[src/sv/awna_pkg.sv]
// awna_pkg: widths, register codes and stage types for the affine warp
// nearest-neighbor address block. No dependencies.
package awna_pkg;

  localparam int MaxDim  = 4096;
  localparam int CoordW  = 12;
  localparam int SpanW   = 13;
  localparam int CoefW   = 32;
  localparam int FracW   = 16;
  localparam int CfgIdxW = 4;
  localparam int CfgDatW = 32;
  // coef (32 signed) times a 12-bit coordinate widened to 13 signed bits
  localparam int ProdW   = CoefW + CoordW + 1;
  // sum of two products and an offset
  localparam int SumW    = ProdW + 2;
  localparam int WholeW  = SumW - FracW;

  localparam logic [CoordW-1:0] DimLimit = CoordW'(MaxDim - 1);

  typedef logic [CoordW-1:0]       coord_t;
  typedef logic [SpanW-1:0]        span_t;
  typedef logic signed [CoefW-1:0] coef_t;
  typedef logic signed [ProdW-1:0] prod_t;
  typedef logic signed [SumW-1:0]  sum_t;

  typedef enum logic [CfgIdxW-1:0] {
    RegCoefXx    = 4'd0,
    RegCoefXy    = 4'd1,
    RegCoefX0    = 4'd2,
    RegCoefYx    = 4'd3,
    RegCoefYy    = 4'd4,
    RegCoefY0    = 4'd5,
    RegSrcLastCol = 4'd6,
    RegSrcLastRow = 4'd7
  } reg_idx_t;

  typedef struct packed {
    coord_t col;
    coord_t row;
    span_t  span_begin;
    span_t  span_end;
  } pix_stage_t;

  typedef struct packed {
    prod_t xc;
    prod_t xr;
    prod_t yc;
    prod_t yr;
    logic  outside;
  } prod_stage_t;

  typedef struct packed {
    sum_t sx;
    sum_t sy;
    logic outside;
  } sum_stage_t;

endpackage

[src/sv/awna_if.sv]
// awna_if: valid/ready channel interfaces for pixel input, coordinate output
// and register writes. Depends on awna_pkg.
interface awna_pix_if;
  import awna_pkg::*;
  logic   valid;
  logic   ready;
  coord_t dst_col;
  coord_t dst_row;
  span_t  span_begin;
  span_t  span_end;
  modport source (output valid, dst_col, dst_row, span_begin, span_end, input ready);
  modport sink   (input valid, dst_col, dst_row, span_begin, span_end, output ready);
endinterface

interface awna_coord_if;
  import awna_pkg::*;
  logic   valid;
  logic   ready;
  coord_t src_col;
  coord_t src_row;
  logic   outside_span;
  modport source (output valid, src_col, src_row, outside_span, input ready);
  modport sink   (input valid, src_col, src_row, outside_span, output ready);
endinterface

interface awna_cfg_if;
  import awna_pkg::*;
  logic                 valid;
  logic                 ready;
  logic [CfgIdxW-1:0]   index;
  logic [CfgDatW-1:0]   data;
  modport source (output valid, index, data, input ready);
  modport sink   (input valid, index, data, output ready);
endinterface

[src/sv/affine_warp_nearest_address.sv]
// affine_warp_nearest_address: maps destination pixels to nearest source
// pixel coordinates through a Q16.16 inverse affine matrix. Uses awna_pkg, awna_if.
//
//  channel | dir | word                                         | accepted when
//  pixel   | in  | dst_col, dst_row, span_begin, span_end       | valid && ready
//  coord   | out | src_col, src_row, outside_span               | valid && ready
//  cfg     | in  | index, data (register write)                 | valid && ready
//
// Four register stages: input, products, sums, rounded/clamped result.
// One word per clock sustained while coord is ready; coord.valid rises once the word has
// passed the input, product, sum and result registers. Each stage loads when empty or
// when the stage after it moves, so bubbles collapse under an output stall. cfg is always ready.
// rst (synchronous) empties all stages and loads the register reset values.
module affine_warp_nearest_address (
  input  logic              clk,
  input  logic              rst,
  awna_cfg_if.sink          cfg,
  awna_pix_if.sink          pixel,
  awna_coord_if.source      coord
);
  import awna_pkg::*;

  coef_t  coef_xx, coef_xy, coef_x0, coef_yx, coef_yy, coef_y0;
  coord_t src_last_col, src_last_row;

  pix_stage_t  s1;
  prod_stage_t s2;
  sum_stage_t  s3;
  logic        v1, v2, v3, vo;
  logic        rdy1, rdy2, rdy3, rdyo;
  coord_t      res_col, res_row;
  logic        res_outside;
  coord_t      lim_col, lim_row;

  // ---------------- register file ----------------
  assign cfg.ready = 1'b1;

  always_ff @(posedge clk) begin
    if (rst) begin
      coef_xx      <= coef_t'(32'sd65536);
      coef_xy      <= '0;
      coef_x0      <= '0;
      coef_yx      <= '0;
      coef_yy      <= coef_t'(32'sd65536);
      coef_y0      <= '0;
      src_last_col <= coord_t'(MaxDim - 1);
      src_last_row <= coord_t'(MaxDim - 1);
    end else if (cfg.valid) begin
      case (cfg.index)
        RegCoefXx:     coef_xx      <= coef_t'(cfg.data);
        RegCoefXy:     coef_xy      <= coef_t'(cfg.data);
        RegCoefX0:     coef_x0      <= coef_t'(cfg.data);
        RegCoefYx:     coef_yx      <= coef_t'(cfg.data);
        RegCoefYy:     coef_yy      <= coef_t'(cfg.data);
        RegCoefY0:     coef_y0      <= coef_t'(cfg.data);
        RegSrcLastCol: src_last_col <= cfg.data[CoordW-1:0];
        RegSrcLastRow: src_last_row <= cfg.data[CoordW-1:0];
        default: ;
      endcase
    end
  end

  // ---------------- stage handshakes ----------------
  assign rdyo        = !vo || coord.ready;
  assign rdy3        = !v3 || rdyo;
  assign rdy2        = !v2 || rdy3;
  assign rdy1        = !v1 || rdy2;
  assign pixel.ready = rdy1;

  always_ff @(posedge clk) begin
    if (rst) begin
      v1 <= 1'b0;
      v2 <= 1'b0;
      v3 <= 1'b0;
      vo <= 1'b0;
    end else begin
      if (rdy1) v1 <= pixel.valid;
      if (rdy2) v2 <= v1;
      if (rdy3) v3 <= v2;
      if (rdyo) vo <= v3;
    end
  end

  // ---------------- input stage ----------------
  always_ff @(posedge clk) begin
    if (rdy1 && pixel.valid) begin
      s1.col        <= pixel.dst_col;
      s1.row        <= pixel.dst_row;
      s1.span_begin <= pixel.span_begin;
      s1.span_end   <= pixel.span_end;
    end
  end

  // ---------------- product stage ----------------
  always_ff @(posedge clk) begin
    if (rdy2 && v1) begin
      s2.xc <= ProdW'(coef_xx) * ProdW'($signed({1'b0, s1.col}));
      s2.xr <= ProdW'(coef_xy) * ProdW'($signed({1'b0, s1.row}));
      s2.yc <= ProdW'(coef_yx) * ProdW'($signed({1'b0, s1.col}));
      s2.yr <= ProdW'(coef_yy) * ProdW'($signed({1'b0, s1.row}));
      s2.outside <= ({1'b0, s1.col} < s1.span_begin) || ({1'b0, s1.col} >= s1.span_end);
    end
  end

  // ---------------- sum stage ----------------
  always_ff @(posedge clk) begin
    if (rdy3 && v2) begin
      s3.sx      <= SumW'(s2.xc) + SumW'(s2.xr) + SumW'(coef_x0);
      s3.sy      <= SumW'(s2.yc) + SumW'(s2.yr) + SumW'(coef_y0);
      s3.outside <= s2.outside;
    end
  end

  // ---------------- round and clamp ----------------
  // Round to nearest, ties to even, then clamp to [0, limit].
  function automatic coord_t round_clamp(input sum_t q, input coord_t limit);
    logic signed [WholeW-1:0] whole;
    logic [FracW-1:0]         frac;
    logic                     up;
    logic signed [WholeW:0]   rnd;
    coord_t                   res;
    whole = q[SumW-1:FracW];
    frac  = q[FracW-1:0];
    up    = (frac > {1'b1, {(FracW-1){1'b0}}}) ||
            ((frac == {1'b1, {(FracW-1){1'b0}}}) && whole[0]);
    rnd   = (WholeW+1)'(whole) + (WholeW+1)'({1'b0, up});
    if (rnd[WholeW]) begin
      res = '0;
    end else if (rnd > (WholeW+1)'({1'b0, limit})) begin
      res = limit;
    end else begin
      res = rnd[CoordW-1:0];
    end
    return res;
  endfunction

  assign lim_col = (src_last_col > DimLimit) ? DimLimit : src_last_col;
  assign lim_row = (src_last_row > DimLimit) ? DimLimit : src_last_row;

  always_comb begin
    res_outside = s3.outside;
    if (s3.outside) begin
      res_col = '0;
      res_row = '0;
    end else begin
      res_col = round_clamp(s3.sx, lim_col);
      res_row = round_clamp(s3.sy, lim_row);
    end
  end

  always_ff @(posedge clk) begin
    if (rdyo && v3) begin
      coord.src_col      <= res_col;
      coord.src_row      <= res_row;
      coord.outside_span <= res_outside;
    end
  end

  assign coord.valid = vo;

  // ---------------- assertions ----------------
  a_border_zero: assert property (@(posedge clk) disable iff (rst)
    (coord.valid && coord.outside_span) |-> (coord.src_col == '0 && coord.src_row == '0))
    else $error("border word carries nonzero coordinates");

  a_stall_full: assert property (@(posedge clk) disable iff (rst)
    !pixel.ready |-> (v1 && v2 && v3 && vo))
    else $error("input stalled with a bubble in the pipeline");

  a_accept_loads: assert property (@(posedge clk) disable iff (rst)
    (pixel.valid && pixel.ready) |=> v1)
    else $error("accepted word not held in input stage");

  a_out_from_sum: assert property (@(posedge clk) disable iff (rst)
    $rose(coord.valid) |-> $past(v3))
    else $error("result appeared without a word in the sum stage");

endmodule

[src/flat_wrapper.sv]
// flat-port wrapper written by rule: the top's interface ports become plain ports
module affine_warp_nearest_address_flat import awna_pkg::*;
  (clk, rst, cfg_valid, cfg_index, cfg_data, cfg_ready, pixel_valid, pixel_dst_col, pixel_dst_row, pixel_span_begin, pixel_span_end, pixel_ready, coord_valid, coord_src_col, coord_src_row, coord_outside_span, coord_ready);
  awna_cfg_if cfg_i ();
  awna_pix_if pixel_i ();
  awna_coord_if coord_i ();
  input  logic clk;
  input  logic rst;
  input wire logic [$bits(cfg_i.valid)-1:0] cfg_valid;
  input wire logic [$bits(cfg_i.index)-1:0] cfg_index;
  input wire logic [$bits(cfg_i.data)-1:0] cfg_data;
  output wire logic [$bits(cfg_i.ready)-1:0] cfg_ready;
  input wire logic [$bits(pixel_i.valid)-1:0] pixel_valid;
  input wire logic [$bits(pixel_i.dst_col)-1:0] pixel_dst_col;
  input wire logic [$bits(pixel_i.dst_row)-1:0] pixel_dst_row;
  input wire logic [$bits(pixel_i.span_begin)-1:0] pixel_span_begin;
  input wire logic [$bits(pixel_i.span_end)-1:0] pixel_span_end;
  output wire logic [$bits(pixel_i.ready)-1:0] pixel_ready;
  output wire logic [$bits(coord_i.valid)-1:0] coord_valid;
  output wire logic [$bits(coord_i.src_col)-1:0] coord_src_col;
  output wire logic [$bits(coord_i.src_row)-1:0] coord_src_row;
  output wire logic [$bits(coord_i.outside_span)-1:0] coord_outside_span;
  input wire logic [$bits(coord_i.ready)-1:0] coord_ready;
  assign cfg_i.valid = cfg_valid;
  assign cfg_i.index = cfg_index;
  assign cfg_i.data = cfg_data;
  assign cfg_ready = cfg_i.ready;
  assign pixel_i.valid = pixel_valid;
  assign pixel_i.dst_col = pixel_dst_col;
  assign pixel_i.dst_row = pixel_dst_row;
  assign pixel_i.span_begin = pixel_span_begin;
  assign pixel_i.span_end = pixel_span_end;
  assign pixel_ready = pixel_i.ready;
  assign coord_valid = coord_i.valid;
  assign coord_src_col = coord_i.src_col;
  assign coord_src_row = coord_i.src_row;
  assign coord_outside_span = coord_i.outside_span;
  assign coord_i.ready = coord_ready;
  affine_warp_nearest_address u_core (.clk(clk), .rst(rst), .cfg(cfg_i), .pixel(pixel_i), .coord(coord_i));
endmodule
[config.mk]
export PLATFORM = sky130hd
export DESIGN_NAME = affine_warp_nearest_address_flat
export DESIGN_NICKNAME = d
export VERILOG_FILES = /design/src/sv/awna_pkg.sv /design/src/sv/awna_if.sv /design/src/sv/affine_warp_nearest_address.sv /design/src/flat_wrapper.sv
export SDC_FILE = /design/constraint.sdc
export NUM_CORES = 2
export LEC_CHECK = 0
export BUFFER_PORTS_ARGS = -buffer_cell sky130_fd_sc_hd__buf_4
export CELL_PAD_IN_SITES_DETAIL_PLACEMENT = 1
export CELL_PAD_IN_SITES_GLOBAL_PLACEMENT = 2
export CORE_AREA = 2 2 399 480
export CTS_CLUSTER_DIAMETER = 50
export DETAILED_ROUTE_END_ITERATION = 12
export DIE_AREA = 0 0 401 482
export PLACE_DENSITY_LB_ADDON = 0.2
export SLEW_MARGIN = 20
export SYNTH_ARGS = -nofsm -noshare
export SYNTH_HDL_FRONTEND = slang
export SYNTH_SLANG_ARGS = --single-unit
[constraint.sdc]
create_clock -name clk -period 14.9 [get_ports clk]
set_clock_uncertainty 0.1 [all_clocks]
set_input_delay 2.98 -clock clk [delete_from_list [all_inputs] [get_ports clk]]
set_output_delay 2.98 -clock clk [all_outputs]
set_load 0.02 [all_outputs]
==> results.json <==
{
  "status": "complete, no violations",
  "cp_cell_sequence": "buf_4 -> buf_4 -> nand2_1 -> fa_1 -> inv_1 -> fa_1 -> fa_1 -> fa_1 -> inv_1 -> fa_1 -> inv_1 -> ha_1 -> a21o_1 -> a21o_1 -> a2111oi_0 -> o21ai_0 -> a211oi_2 -> a21oi_1 -> o311ai_1 -> a311oi_1 -> and4_1 -> nor3_1",
  "hold_start": "u_core.coef_x0[0]",
  "multi_input_area_um2": 57100,
  "wire_per_inst_um": 22.5,
  "p_sw_mw": 1.84,
  "seq_area_um2": 14900,
  "row_count": 175,
  "fin_hold_ws_ps": 368,
  "synthArstFlopShare": 0,
  "leakage_nw": 42.1,
  "yosys.cell_types.count": 87,
  "grt_use_total": 0.268,
  "fin_setup_tns_ps": 0,
  "worst_slew_pin_slew_ps": 1060,
  "postSynthCellCount": 8753,
  "drc": 0,
  "vias": 58800,
  "avgSynthCellArea_um2": 9.21,
  "seq_power_share": 0.348,
  "die_h_um": 482,
  "ioPinCount": 119,
  "worstSetupStartpointType": "register",
  "cp_data_required_time_ps": 15350,
  "final_max_slew_viol_count": 0,
  "cp_max_fo": 33,
  "swShare": 0.342,
  "crit_buf_inv": 5,
  "grt_pass1_wl_um": 396000,
  "ys_seq_area_frac": 0.185,
  "fillCellCount": 21600,
  "critPathLaunch": "u_core.s1[45]",
  "cts_buffers": 93,
  "hold_viol_final": 0,
  "layout_commonest_cell": "inv_1",
  "core_um2": 189000,
  "cpMostUsedCell": "fa_1",
  "ys_ff_latch": 571,
  "drive_gt1_frac": 0.0454,
  "max_stage_delay_ps": 570,
  "clock_latency_ps": 750,
  "crit_type": "reg2reg",
  "syn-num-nets": 10800,
  "p_comb_frac": 0.226,
  "hold_path_class": "reg2reg",
  "fmaxAchievable_mhz": 127,
  "syn_to_final_growth_pct": 7.76,
  "firstDrtPassIters": 8,
  "die_w_um": 401,
  "yosysWarnings": 0,
  "antenna_found_initial": 19,
  "cts_tree": "yes",
  "dp_hpwl_um": 198000,
  "grt_overflow_total": 0,
  "io_buffers": 117,
  "end_kind": "register",
  "finalCriticalPeriod_ps": 7880,
  "p_clk_frac": 0.426,
  "r2r_start": "u_core.s1[45]",
  "cpLargestDelayFamily": "adder cells",
  "cts_hold_buf": 0,
  "clkTransAtPathRegs_ps": 60,
  "fin_crit_sh": 0.529,
  "arrival_ps": 8330,
  "place_congestion": 0.876,
  "initial_utilization": 0.427,
  "internal_power_mw": 3.54,
  "post_cts_buffers": 0,
  "cp_slowest_cell": "fa_1",
  "peakVddDrop_mv": 0.110,
  "cap_violations": 0,
  "clock-sinks": 571,
  "slew_headroom": 0.297,
  "synth_edf_count": 351,
  "postRouteAntennaNets": 0,
  "drt_iter0_drc": 2843,
  "postRouteWirelength_um": 252000,
  "cts_resized": 0,
  "ctsHtreeMaxLevel": 3,
  "viasPerCell": 5.26,
  "grt_pass1_vias": 66600,
  "rsz0062_at_grt": "no",
  "synth_ff_type": "edfxtp_1",
  "post_synth_instance_area_um2": 80600,
  "grt_max_degree": 122,
  "clk_path_buf_depth": 3,
  "power_density_nw_per_um2": 61.9,
  "die-area_um2": 193000,
  "setup_viol": 0,
  "root_buffer": "clkbuf_16",
  "fin_nets": 10700,
  "layout_common_cells": "inv_1, fa_1, nand2_1"
}
## power groups by stage
stage                     Clock (mW)  Sequential [mW]  Combinational, mW
after floorplan                    0             1.86              0.813
after global placement             0             1.90               1.19
after detailed placement           0             1.91               1.22
after CTS                       2.34             1.87               1.23
after global routing            2.40             1.88               1.36
final                           2.29             1.87               1.21
## layout make-up
class	count	share of cell area
tap	2478	0.0357
sequential	571	0.172
inverter	1866	0.0806
clock buffer	107	0.0282
multi-input combinational	5893	0.657
antenna	4	0.000115
clock inverter	68	0.00943
timing repair buffer	188	0.0167
## Yosys cell counts (9+ instances only)
library cell	count	area, µm²
or2_2	12	75.1
dfxtp_1	220	4400
o31ai_1	16	120
o21a_1	50	375
nor3_1	36	180
edfxtp_1	351	10500
a211oi_2	11	138
a31oi_1	33	206
inv_1	1866	7000
or3_1	9	56.3
ha_1	537	6720
and2_1	705	4410
nand2b_1	34	213
a211oi_1	22	165
nand3b_1	10	75.1
a21o_1	164	1230
nand3_1	81	405
fa_1	1444	28900
o22ai_1	9	56.3
and3_1	38	238
nor4_1	17	106
mux2i_1	17	170
xnor2_1	191	1670
a211o_1	29	254
o21bai_1	39	293
o21ai_0	114	571
a21oi_1	441	2210
clkbuf_2	11	55.1
nor2b_1	43	269
nor2_1	176	661
xor2_1	84	736
nand4_1	35	219
clkbuf_1	402	1510
nand2_1	1359	5100
## per-stage QoR
step	instances	worst slack, ps	utilization	instance area [µm²]	power, mW
2_1_floorplan	8753	2800	-	80600	2.67
3_3_place_gp	11000	7250	0.443	83600	3.10
3_5_place_dp	11000	7090	0.443	83600	3.13
4_1_cts	11200	7040	0.460	86900	5.45
5_1_grt	11200	6500	0.460	86900	5.63
6_report	11200	7020	0.460	86900	5.37
## registers in the layout (all words and copies together), names as in the netlist
signal,count
u_core.coef_yy,32
u_core.s3,94
u_core.coef_y0,32
u_core.v1,1
u_core.coef_yx,32
u_core.s2,181
u_core.coord.valid,1
u_core.coef_xy,32
u_core.coord.src_row,12
u_core.res_outside,1
u_core.coef_xx,32
u_core.coord.src_col,12
u_core.v3,1
u_core.coef_x0,32
u_core.coord.outside_span,1
u_core.src_last_col,12
u_core.src_last_row,12
u_core.s1,50
u_core.v2,1
## path summary, 6_finish.rpt
| kind | endpoint | slack (ps) | cells past startpoint |
|---|---|---|---|
| setup reg to reg | u_core.s2[90] | 7020 | 22 |
| setup / recovery | u_core.s2[90] | 7020 | 22 |
| hold / removal | u_core.coef_x0[0] | 370 | 2 |
| hold reg to reg | u_core.coef_x0[0] | 370 | 2 |
## metal layers
metal  routed length, µm  vias to the layer above  GRT usage
met3                9630                      347     0.0286
met2              128000                      977      0.483
li1                    -                    26400          -
met1              104000                    31000      0.330
met4               10700                        4      0.106
met5                  23                        -          0
## worst reg2reg max path: stages (launching register included)
cell	delay, ps
edfxtp_1	360
buf_4	470
buf_4	490
nand2_1	210
fa_1	570
inv_1	60
fa_1	550
fa_1	440
fa_1	500
inv_1	50
fa_1	470
inv_1	40
ha_1	360
a21o_1	190
a21o_1	220
a2111oi_0	410
o21ai_0	390
a211oi_2	410
a21oi_1	180
o311ai_1	440
a311oi_1	250
and4_1	270
nor3_1	270
## cells by family (layout without fill, tap and decap cells)
group                      after synthesis  after routing  share of synthesized area
muxes                                   17             17                    0.00211
and+or+nand+nor                       2586           2586                      0.153
DFF                                    571            571                      0.185
adders and majority gates             1981           1981                      0.442
other                                    1              5                  0.0000465
AOI/OAI and AO/OA                     1033           1033                     0.0811
buffers and inverters                 2289           2229                      0.107
xor gates and xnor gates               275            275                     0.0299
(Power assumes the default switching activity.)
